--- src/ppf_pkg.sv ---
package ppf_pkg;

  localparam logic [2:0] MODE_GRAY     = 3'd0;
  localparam logic [2:0] MODE_INVERT   = 3'd1;
  localparam logic [2:0] MODE_BRIGHT   = 3'd2;
  localparam logic [2:0] MODE_SEPIA    = 3'd3;
  localparam logic [2:0] MODE_THRESH   = 3'd4;
  localparam logic [2:0] MODE_CONTRAST = 3'd5;
  localparam logic [2:0] MODE_PASS     = 3'd6;

  localparam logic REG_MODE  = 1'b0;
  localparam logic REG_PARAM = 1'b1;

  // x/3 = (x*683)>>11, exact for x < 2048
  localparam logic [10:0] GRAY_RECIP = 11'd683;
  localparam int          GRAY_SHIFT = 11;
  // x/1000 = (x*268436)>>28, exact for x < 493448
  localparam logic [18:0] SEPIA_RECIP = 19'd268436;
  localparam int          SEPIA_SHIFT = 28;

  localparam int REM_W = 25;
  localparam int QUO_W = 9;

  typedef struct packed {
    logic [2:0]        mode;
    logic signed [8:0] param;
    logic [17:0]       num;
    logic [16:0]       den;
  } ppf_cfg_t;

  typedef struct packed {
    logic [REM_W-1:0] rem;
    logic [REM_W-1:0] dsh;
    logic [QUO_W-1:0] quo;
    logic             neg;
    logic             ovf;
  } ppf_div_t;

endpackage

--- src/ppf_cfg.sv ---
module ppf_cfg (
  input  logic                clk_i,
  input  logic                rst_ni,
  input  logic                cfg_we_i,
  input  logic                cfg_idx_i,
  input  logic [8:0]          cfg_data_i,
  output ppf_pkg::ppf_cfg_t   cfg_o
);

  logic [2:0]        mode_q;
  logic signed [8:0] param_q;
  logic [17:0]       num_q, num_d;
  logic [16:0]       den_q, den_d;
  logic signed [8:0] amt;
  logic [8:0]        amt_lo;
  logic [9:0]        amt_hi;

  // contrast amount saturates at -255 so the numerator factor stays non-negative
  always_comb begin
    amt    = (cfg_data_i == 9'h100) ? -9'sd255 : $signed(cfg_data_i);
    amt_lo = 9'(10'($signed(amt)) + 10'sd255);
    amt_hi = 10'(10'sd259 - 10'($signed(amt)));
    num_d  = 18'(amt_lo * 9'd259);
    den_d  = 17'(amt_hi * 8'd255);
  end

  always_ff @(posedge clk_i or negedge rst_ni) begin
    if (!rst_ni) begin
      mode_q  <= ppf_pkg::MODE_PASS;
      param_q <= '0;
      num_q   <= 18'd66045;
      den_q   <= 17'd66045;
    end else if (cfg_we_i) begin
      if (cfg_idx_i == ppf_pkg::REG_MODE) begin
        mode_q <= cfg_data_i[2:0];
      end else begin
        param_q <= $signed(cfg_data_i);
        num_q   <= num_d;
        den_q   <= den_d;
      end
    end
  end

  assign cfg_o = '{mode: mode_q, param: param_q, num: num_q, den: den_q};

endmodule

--- src/ppf_div_step.sv ---
module ppf_div_step (
  input  ppf_pkg::ppf_div_t div_i,
  output ppf_pkg::ppf_div_t div_o
);

  // three restoring quotient bits
  always_comb begin
    div_o = div_i;
    for (int k = 0; k < 3; k++) begin
      if (div_o.rem >= div_o.dsh) begin
        div_o.rem = div_o.rem - div_o.dsh;
        div_o.quo = {div_o.quo[ppf_pkg::QUO_W-2:0], 1'b1};
      end else begin
        div_o.quo = {div_o.quo[ppf_pkg::QUO_W-2:0], 1'b0};
      end
      div_o.dsh = div_o.dsh >> 1;
    end
  end

endmodule

--- src/rgb_pixel_point_filter.sv ---
// RGB pixel point filter.
// Input channel: valid_i / stall_o with red_in_i, green_in_i, blue_in_i and
// last_pixel_i; a transfer happens on a clock edge with valid_i high and
// stall_o low. Output channel: valid_o / stall_i with red_out_o, green_out_o,
// blue_out_o and last_out_o, same transfer rule.
// Configuration: cfg_we_i writes cfg_data_i into register cfg_idx_i
// (0 mode, 1 signed parameter). Write only while the pipeline is empty.
// Throughput is one pixel per clock while stall_i does not hold the output.
// There are four register stages (operand/product, reciprocal multiply
// plus three divider bits, three more divider bits, last three bits plus
// the output mux). The contrast divide is a 9-bit restoring divider
// spread over those stages.
// Reset clears all stage valids and sets mode to pass-through, parameter 0.
// When stall_i holds the output, the output register keeps its pixel and
// empty stages upstream still fill, so stall_o rises only once every stage
// holds a pixel.
module rgb_pixel_point_filter (
  input  logic       clk_i,
  input  logic       rst_ni,
  input  logic       cfg_we_i,
  input  logic       cfg_idx_i,
  input  logic [8:0] cfg_data_i,
  input  logic       valid_i,
  output logic       stall_o,
  input  logic [7:0] red_in_i,
  input  logic [7:0] green_in_i,
  input  logic [7:0] blue_in_i,
  input  logic       last_pixel_i,
  output logic       valid_o,
  input  logic       stall_i,
  output logic [7:0] red_out_o,
  output logic [7:0] green_out_o,
  output logic [7:0] blue_out_o,
  output logic       last_out_o
);

  ppf_pkg::ppf_cfg_t cfg;

  ppf_cfg u_cfg (
    .clk_i      (clk_i),
    .rst_ni     (rst_ni),
    .cfg_we_i   (cfg_we_i),
    .cfg_idx_i  (cfg_idx_i),
    .cfg_data_i (cfg_data_i),
    .cfg_o      (cfg)
  );

  logic va_q, vb_q, vc_q, vo_q;
  logic rdy_a, rdy_b, rdy_c, rdy_o;

  assign rdy_o   = !vo_q || !stall_i;
  assign rdy_c   = !vc_q || rdy_o;
  assign rdy_b   = !vb_q || rdy_c;
  assign rdy_a   = !va_q || rdy_b;
  assign stall_o = !rdy_a;

  // ---------------- stage A: products and sums
  localparam int REM_W_L = ppf_pkg::REM_W;
  logic [7:0]        pin [3];
  logic [7:0]        pa_q [3];
  logic              la_q;
  logic [9:0]        gsum_a_q;
  logic [18:0]       sep_d [3];
  logic [18:0]       sep_a_q [3];
  logic [7:0]        brt_d [3];
  logic [7:0]        brt_a_q [3];
  logic [REM_W_L-1:0] prod_a_q [3];
  logic [REM_W_L-1:0] prod_d [3];
  logic              neg_a_q [3];
  logic              neg_d [3];

  assign pin[0] = red_in_i;
  assign pin[1] = green_in_i;
  assign pin[2] = blue_in_i;

  always_comb begin
    logic signed [9:0] sb;
    logic [7:0]        mag;
    sep_d[0] = 19'(19'd393 * red_in_i) + 19'(19'd769 * green_in_i)
             + 19'(19'd189 * blue_in_i);
    sep_d[1] = 19'(19'd349 * red_in_i) + 19'(19'd686 * green_in_i)
             + 19'(19'd168 * blue_in_i);
    sep_d[2] = 19'(19'd272 * red_in_i) + 19'(19'd534 * green_in_i)
             + 19'(19'd131 * blue_in_i);
    for (int i = 0; i < 3; i++) begin
      sb = $signed({2'b00, pin[i]}) + $signed({cfg.param[8], cfg.param});
      if (sb < 0) begin
        brt_d[i] = 8'd0;
      end else if (sb > 10'sd255) begin
        brt_d[i] = 8'd255;
      end else begin
        brt_d[i] = sb[7:0];
      end
      neg_d[i]  = !pin[i][7];
      mag       = pin[i][7] ? {1'b0, pin[i][6:0]} : 8'(9'd128 - {1'b0, pin[i]});
      prod_d[i] = REM_W_L'(cfg.num * mag);
    end
  end

  always_ff @(posedge clk_i or negedge rst_ni) begin
    if (!rst_ni) begin
      va_q <= 1'b0;
    end else if (rdy_a) begin
      va_q <= valid_i;
    end
  end

  always_ff @(posedge clk_i) begin
    if (rdy_a && valid_i) begin
      la_q     <= last_pixel_i;
      gsum_a_q <= 10'(red_in_i) + 10'(green_in_i) + 10'(blue_in_i);
      for (int i = 0; i < 3; i++) begin
        pa_q[i]     <= pin[i];
        sep_a_q[i]  <= sep_d[i];
        brt_a_q[i]  <= brt_d[i];
        prod_a_q[i] <= prod_d[i];
        neg_a_q[i]  <= neg_d[i];
      end
    end
  end

  // ---------------- stage B: reciprocal multiplies, divider bits 8..6
  ppf_pkg::ppf_div_t div_a [3];
  ppf_pkg::ppf_div_t div_b_d [3];
  ppf_pkg::ppf_div_t div_b_q [3];
  ppf_pkg::ppf_div_t div_c_d [3];
  ppf_pkg::ppf_div_t div_c_q [3];
  ppf_pkg::ppf_div_t div_o_d [3];
  logic [7:0]  pb_q [3];
  logic        lb_q;
  logic [7:0]  gray_b_q, gray_d;
  logic [7:0]  sep_b_q [3];
  logic [7:0]  sep_cl [3];
  logic [7:0]  brt_b_q [3];
  logic [20:0] gprod;
  logic [37:0] sprod [3];

  always_comb begin
    gprod  = 21'(gsum_a_q * ppf_pkg::GRAY_RECIP);
    gray_d = gprod[ppf_pkg::GRAY_SHIFT +: 8];
    for (int i = 0; i < 3; i++) begin
      sprod[i]  = 38'(sep_a_q[i] * ppf_pkg::SEPIA_RECIP);
      sep_cl[i] = (sprod[i][37:ppf_pkg::SEPIA_SHIFT] > 10'd255)
                ? 8'd255 : sprod[i][ppf_pkg::SEPIA_SHIFT +: 8];
      div_a[i].rem = prod_a_q[i];
      div_a[i].dsh = REM_W_L'({cfg.den, 8'd0});
      div_a[i].quo = '0;
      div_a[i].neg = neg_a_q[i];
      div_a[i].ovf = ({1'b0, prod_a_q[i]} >= {cfg.den, 9'd0});
    end
  end

  for (genvar i = 0; i < 3; i++) begin : g_div
    ppf_div_step u_div_b (.div_i(div_a[i]),   .div_o(div_b_d[i]));
    ppf_div_step u_div_c (.div_i(div_b_q[i]), .div_o(div_c_d[i]));
    ppf_div_step u_div_o (.div_i(div_c_q[i]), .div_o(div_o_d[i]));
  end

  always_ff @(posedge clk_i or negedge rst_ni) begin
    if (!rst_ni) begin
      vb_q <= 1'b0;
    end else if (rdy_b) begin
      vb_q <= va_q;
    end
  end

  always_ff @(posedge clk_i) begin
    if (rdy_b && va_q) begin
      lb_q     <= la_q;
      gray_b_q <= gray_d;
      for (int i = 0; i < 3; i++) begin
        pb_q[i]    <= pa_q[i];
        sep_b_q[i] <= sep_cl[i];
        brt_b_q[i] <= brt_a_q[i];
        div_b_q[i] <= div_b_d[i];
      end
    end
  end

  // ---------------- stage C: threshold compare, divider bits 5..3
  logic [7:0] pc_q [3];
  logic       lc_q;
  logic [7:0] gray_c_q;
  logic       thr_c_q;
  logic [7:0] sep_c_q [3];
  logic [7:0] brt_c_q [3];

  always_ff @(posedge clk_i or negedge rst_ni) begin
    if (!rst_ni) begin
      vc_q <= 1'b0;
    end else if (rdy_c) begin
      vc_q <= vb_q;
    end
  end

  always_ff @(posedge clk_i) begin
    if (rdy_c && vb_q) begin
      lc_q     <= lb_q;
      gray_c_q <= gray_b_q;
      thr_c_q  <= ($signed({2'b00, gray_b_q}) >= $signed({cfg.param[8], cfg.param}));
      for (int i = 0; i < 3; i++) begin
        pc_q[i]    <= pb_q[i];
        sep_c_q[i] <= sep_b_q[i];
        brt_c_q[i] <= brt_b_q[i];
        div_c_q[i] <= div_c_d[i];
      end
    end
  end

  // ---------------- stage O: divider bits 2..0, mode select
  logic [7:0] res_d [3];
  logic [7:0] res_q [3];
  logic       lo_q;

  always_comb begin
    logic [7:0] con;
    for (int i = 0; i < 3; i++) begin
      if (!div_o_d[i].neg) begin
        con = (div_o_d[i].ovf || div_o_d[i].quo > 9'd127)
            ? 8'd255 : 8'(div_o_d[i].quo + 9'd128);
      end else begin
        con = (div_o_d[i].ovf || div_o_d[i].quo > 9'd128)
            ? 8'd0 : 8'(9'd128 - div_o_d[i].quo);
      end
      case (cfg.mode)
        ppf_pkg::MODE_GRAY:     res_d[i] = gray_c_q;
        ppf_pkg::MODE_INVERT:   res_d[i] = ~pc_q[i];
        ppf_pkg::MODE_BRIGHT:   res_d[i] = brt_c_q[i];
        ppf_pkg::MODE_SEPIA:    res_d[i] = sep_c_q[i];
        ppf_pkg::MODE_THRESH:   res_d[i] = thr_c_q ? 8'd255 : 8'd0;
        ppf_pkg::MODE_CONTRAST: res_d[i] = con;
        default:                res_d[i] = pc_q[i];
      endcase
    end
  end

  always_ff @(posedge clk_i or negedge rst_ni) begin
    if (!rst_ni) begin
      vo_q <= 1'b0;
    end else if (rdy_o) begin
      vo_q <= vc_q;
    end
  end

  always_ff @(posedge clk_i) begin
    if (rdy_o && vc_q) begin
      lo_q <= lc_q;
      for (int i = 0; i < 3; i++) begin
        res_q[i] <= res_d[i];
      end
    end
  end

  assign valid_o     = vo_q;
  assign red_out_o   = res_q[0];
  assign green_out_o = res_q[1];
  assign blue_out_o  = res_q[2];
  assign last_out_o  = lo_q;

  a_stall_only_when_full: assert property (@(posedge clk_i) disable iff (!rst_ni)
    stall_o |-> (va_q && vb_q && vc_q && vo_q && stall_i))
    else $error("input stalled while a stage is free");

  a_accept_fills_a: assert property (@(posedge clk_i) disable iff (!rst_ni)
    (valid_i && !stall_o) |=> va_q)
    else $error("accepted pixel lost at first stage");

  a_held_output_keeps_c: assert property (@(posedge clk_i) disable iff (!rst_ni)
    (vo_q && stall_i && vc_q) |=> (vc_q && vo_q))
    else $error("pixel dropped behind a stalled output");

endmodule
--- config.mk ---
export PLATFORM = sky130hd
export DESIGN_NAME = rgb_pixel_point_filter
export DESIGN_NICKNAME = d
export VERILOG_FILES = /design/src/ppf_pkg.sv /design/src/ppf_cfg.sv /design/src/ppf_div_step.sv /design/src/rgb_pixel_point_filter.sv
export SDC_FILE = /design/constraint.sdc
export NUM_CORES = 2
export LEC_CHECK = 0
export ABC_AREA = 1
export BUFFER_PORTS_ARGS = -buffer_cell sky130_fd_sc_hd__clkbuf_2
export CAP_MARGIN = 30
export CORE_MARGIN = 3
export CORE_UTILIZATION = 25
export CTS_CLUSTER_DIAMETER = 30
export CTS_CLUSTER_SIZE = 20
export DETAILED_ROUTE_END_ITERATION = 16
export GPL_TIMING_DRIVEN = 0
export PLACE_DENSITY = 0.48
export SYNTH_ARGS = -nofsm -noshare
export SYNTH_HDL_FRONTEND = slang
export SYNTH_SLANG_ARGS = --single-unit
--- constraint.sdc ---
create_clock -name clk_i -period 13.4 [get_ports clk_i]
set_input_delay 1.34 -clock clk_i [delete_from_list [all_inputs] [get_ports clk_i]]
set_output_delay 1.34 -clock clk_i [all_outputs]
set_load 0.05 [all_outputs]
# [After elaboration in Yosys (flattened, before gate mapping)]
# Memories as Yosys holds them, arrays and structs flattened.
# Index checks and enable logic that the tools add are counted.
[word_totals] register_bits=82 ram_bits=666 inputBits=40 out_inout_bits=27 elab_cells=261 n_memories=14
[op_classes] add_sub_neg=46 n_mul=18 order_cmp=46 n_eq_ne=6 muxes=85 bitwise_logic=4 reduce_logical=26
[memory_table] name="div_c_q" depth=3 width=58 read_ports=3 rd_clocked_by_memory_dff=0 wr=3 line_no="rgb_pixel_point_filter.sv:127" text="ppf_pkg::ppf_div_t div_c_q [3];"
[memory_table] name="div_b_q" depth=3 width=47 read_ports=3 rd_clocked_by_memory_dff=0 wr=3 line_no="rgb_pixel_point_filter.sv:125" text="ppf_pkg::ppf_div_t div_b_q [3];"
[memory_table] name="prod_a_q" depth=3 width=25 read_ports=3 rd_clocked_by_memory_dff=0 wr=3 line_no="rgb_pixel_point_filter.sv:67" text="logic [REM_W_L-1:0] prod_a_q [3];"
[memory_table] name="sep_a_q" depth=3 width=19 read_ports=3 rd_clocked_by_memory_dff=0 wr=3 line_no="rgb_pixel_point_filter.sv:64" text="logic [18:0] sep_a_q [3];"
[memory_table] name="brt_a_q" depth=3 width=8 read_ports=3 rd_clocked_by_memory_dff=0 wr=3 line_no="rgb_pixel_point_filter.sv:66" text="logic [7:0] brt_a_q [3];"
[memory_table] name="brt_b_q" depth=3 width=8 read_ports=3 rd_clocked_by_memory_dff=0 wr=3 line_no="rgb_pixel_point_filter.sv:134" text="logic [7:0] brt_b_q [3];"
[memory_table] name="8 more memories"
[op_table] op="$mux 25" count=24
[op_table] op="$ge 25x23->1" count=9
[op_table] op="$ge 25x24->1" count=9
[op_table] op="$ge 25x25->1" count=9
[op_table] op="$sub 25x24->25" count=9
[op_table] op="$sub 25x25->25" count=9
[op_table] op="$mux 8" count=22
[op_table] op="$sub 25x23->25" count=6
[op_table] op="$pmux 8 s6" count=3
[op_table] op="$mul 19x17->36 const B" count=3
[op_table] op="$ge 25x26->1" count=3
[op_table] op="$mul 18x8->25" count=3
[op_table] op="$mul 9x8->17 const A" count=4
[op_table] op="$add 17x18->19" count=3
[op_table] op="$add 19x16->19" count=3
[op_table] op="$sub 8x8->8 const A" count=6
[op_table] op="$mux 1" count=35
[op_table] op="$mul 8x8->16 const A" count=2
[op_table] op="$add 9x9->10" count=3
[op_table] op="$gt 10x8->1 const B" count=3
[op_table] op="$gt 10x9->1 const B" count=3
[op_table] op="$lt 10x1->1 const B" count=3
[op_table] op="$gt 9x7->1 const B" count=3
[op_table] op="$gt 9x8->1 const B" count=3
[op_table] op="23 further kinds" count=51

# [Logic depth before layout (Yosys ltp)]
# An unclocked memory read counts as a cell.
[depth] depth_word=12 mapped_depth=60

# [Hierarchy]
# From an unflattened synthesis, not the netlist that was laid out.
[unflattened] hier_cells=15852 hier_area_um2=120568.1
[by_module_without_submodules] mod="rgb_pixel_point_filter" n_inst=1 cells_each=6681 area_each_um2=67358.4
[by_module_without_submodules] mod="ppf_div_step (g_div[0].u_div_b ...)" n_inst=7 cells_each=953 area_each_um2=5356.4
[by_module_without_submodules] mod="ppf_div_step (g_div[2].u_div_o)" n_inst=1 cells_each=963 area_each_um2=5492.8
[by_module_without_submodules] mod="ppf_div_step (g_div[0].u_div_c)" n_inst=1 cells_each=950 area_each_um2=5337.6
[by_module_without_submodules] mod="ppf_cfg" n_inst=1 cells_each=587 area_each_um2=4884.7

# [Worst setup path after synthesis]
# OpenSTA, ideal clock, no wires.
[synth_timing] path_type="input-to-reg" from="input stall_i" to="memory brt_a_q[0][0] (enable)" setup_time_ns=0.746 arrival_ns=9.850 required_time_ns=12.654 slack_ns=2.804 stages=7 path_buffers=0 path_cell_list="nand2_1 -> nor2_1 -> inv_1 -> nor2_1 -> inv_1 -> nor2_1 -> nor2_1"
[synth_lines] item="from (decl)" line_no="rgb_pixel_point_filter.sv:30" text="input logic stall_i,"
[synth_lines] item="to (decl)" line_no="rgb_pixel_point_filter.sv:66"

==> summary.md <==
| Metric | Value |
|---|---|
| Top FF cell, synth | `edfxtp_1` |
| Core ar. | `364,000 um2` |
| Hold_sp | `brt_a_q[0][5]` |
| Layout cells sized above 1 | `4.65%` |
| Final setup violation count | `0` |
| Fin cells | `16,400` |
| Fill count | `39,200` |
| Num CTS Buffers | `153` |
| Placer congestion estimate | `0.914` |
| Clock slew at reported path FFs | `0.05 ns` |
| Layout area overhead | `13.3%` |
| Final Cycle Share | `87.9%` |
| Max Fanout on Critical Path | `12` |
| Commonest cells after routing, fill and taps aside | `2,268 x nand2_1, 1,887 x inv_1, 1,586 x ha_1` |
| # IOs | `67` |
| Pre-CTS setup slack | `1.68 ns` |
| RSZ-0062 raised after global routing | `no` |
| Vias in the first global route | `74,700` |
| Later-pin clock latency in the skew report | `0.79 ns` |
| Reg-to-Reg End | `res_q[0][2]` |
| Yosys reg bits | `652` |
| Flop2flop setup slack | `1.62 ns` |
| Slowest-stage cell, CP | `inv_1` |
| R2R depth | `50` |
| Starting density of the core | `25.2%` |
| WS Path Type | `reg -> reg` |
| CTS root buffer | `clkbuf_16` |
| Die span in y | `612 um` |
| Post-synth cell types | `80` |
| Critical path arrival | `12.27 ns` |
| First-pass GRT wire length | `458 mm` |
| Final hold vios | `0` |
| DRC errors left | `0` |
| Post-CTS setup repair buffer count | `0` |
| Global Route Usage Sum | `16.0%` |
| 1st-pass router iterations | `5` |
| CTS tree | `yes` |
| Syn Inst Count | `11,200` |
| Cts hold-fix bufs | `0` |
| Site row count | `221` |
| Post-synthesis sequential area ratio | `21.1%` |
| Max cap viols | `0` |
| Nets@finish | `13,800` |
| Inst Count DP | `16,100` |
| Syn_area_per_cell | `8.22 um2` |
| Largest net degree at the start of global routing | `85` |
| CP peak stage delay | `0.67 ns` |
| Post-synth EDFFs | `602` |
| Worst path required time | `13.89 ns` |
| FMAX | `84.9 MHz` |
| Worst-case clock buffer depth | `4` |
| Final Skew | `0.0555 ns` |
| Syn Nets | `13,500` |
| Hold WS | `0.388 ns` |
| Clock sink count | `652` |
| Horiz. Die Dim | `612 um` |
| WHS Endpoint | `brt_b_q[0][5]` |
| Total gr overflow | `0` |
| CP startpoint kind | `register` |
| Relative slew slack | `25.5%` |
| Initial antenna violation count | `12` |
| Most common cell after layout, fill and taps aside | `nand2_1` |
| Post-DP HPWL | `252 mm` |
| Ys async rst share | `7.67%` |
| Post-CTS sizing | `0` |
| Vias post-DR | `74,700` |
| Mapped cell area | `91,800 um2` |
| DR WL/cell | `18.4 um` |
| Kind of end point of the critical path | `register` |
| Max Transition Viols Final | `0` |
| Yosys warning count | `0` |
| Hold Path Class | `reg -> reg` |
| Number of I/O port buffers | `66` |
| Final wirelength | `302 mm` |
| Detail Route Antenna Nets | `0` |
| Worst r2r src | `div_c_q[0][130]` |
| Least-Margin Pin Slew | `1.09 ns` |
| Avg Vias per Cell | `4.57` |
| DRT iter0 DRCs | `5,044` |
| Worst path buffer plus inverter count | `9` |
| Cell count of the worst hold path | `0` |
| H-tree Lvls | `4` |
| Min cycle time layout | `11.78 ns` |
| Most frequent CP cell | `nand2_1` |
| Die area | `375,000 um2` |
| Outcome | `complete, no violations` |
| Worst setup margin | `1.62 ns` |
| Cell family with most CP delay | `simple AND/OR/NAND/NOR gates` |
[flip-flops by register name, indices dropped and copies added, names as in the netlist, 56 cells and up]
signal	flops
div_b_q	107
div_c_q	116
prod_a_q	75
sep_a_q	56
[kinds of logic (layout without fill, tap and decap cells)]
family | count (synthesis) | in the layout | share of synthesized area, %
multiplexers | 2 | 2 | 0.0245
adder cells (fa/ha/maj) | 2288 | 2288 | 36.9
buffers and inverters | 2099 | 2479 | 8.68
XOR/XNOR | 592 | 592 | 5.65
AO/OA/AOI/OAI | 1704 | 1704 | 10.2
AND/OR/NAND/NOR | 3841 | 3841 | 17.4
other | 0 | 7 | 0
flip-flops | 652 | 652 | 21.1
[through the flow]
stage	cell area (um2)	setup TNS (ns)	utilization, %
floorplan	91800	0	-
global placement	98200	-1118.13	27.0
detailed placement	99000	0	27.2
CTS	104000	0	28.6
global route	104000	0	28.6
finish	104000	0	28.6
[synth_stat cells, drive strengths merged, types with 52 or more instances]
cell type	number	area (um2)
a21oi	821	4150
buf	52	288
clkbuf	118	443
edfxtp	602	18100
fa	702	14100
ha	1586	19800
inv	1909	7170
nand2	2300	8750
nand3	482	2460
nand4	110	701
nor2	766	2980
nor3	85	425
o21ai	587	2990
o21bai	64	484
xnor2	227	1990
xor2	365	3200
[how the worst max path moves through the flow]
| stage | end | cells past startpoint | start | slack, ns |
|---|---|---|---|---|
| 6_report | res_q[0][2] | 50 | div_c_q[0][130] | 1.62 |
| 2_1_floorplan | brt_a_q[0][0] | 7 | stall_i | 2.80 |
| 3_3_place_gp | sep_a_q[0][20] | 8 | stall_i | -3.45 |
| 5_1_grt | res_q[0][2] | 50 | div_c_q[0][130] | 0.76 |
| 3_5_place_dp | res_q[0][2] | 50 | div_c_q[0][130] | 1.68 |
| 4_1_cts | res_q[0][2] | 50 | div_c_q[0][130] | 1.60 |
[layer usage]
metal / vias up / part of all wire [%] / track usage [%]
li1: 37400 / - / -
met1: 35500 / 47 / 21.8
met2: 1429 / 46 / 26.5
met3: 398 / 3.6 / 1.33
met4: 0 / 3.9 / 5.60
met5: - / 0 / 0
[final cells by class]
| cell class | instances | area [um2] | share of cell area [%] |
|---|---|---|---|
| antenna | 7 | 17.5 | 0.0168 |
| buffer | 170 | 731 | 0.702 |
| clock buffer | 182 | 4020 | 3.86 |
| clock inverter | 85 | 1050 | 1.01 |
| inverter | 1929 | 7250 | 6.97 |
| multi-input combinational | 8427 | 64500 | 62.0 |
| sequential | 652 | 19400 | 18.6 |
| tap | 4794 | 6000 | 5.76 |
| timing repair buffer | 113 | 1090 | 1.05 |
[worst reg2reg max path, delay by kind of cell (launching register included)]
family,cells,cell delay (ns)
simple gates,23,3.31
flops,1,0.58
fa+ha+maj,4,1.37
buf+inv,9,3.15
compound gates,14,3.09
Power is left out: the tool's default activity adds up to more than one toggle a clock period on the data nets, which glitch-free logic cannot reach.
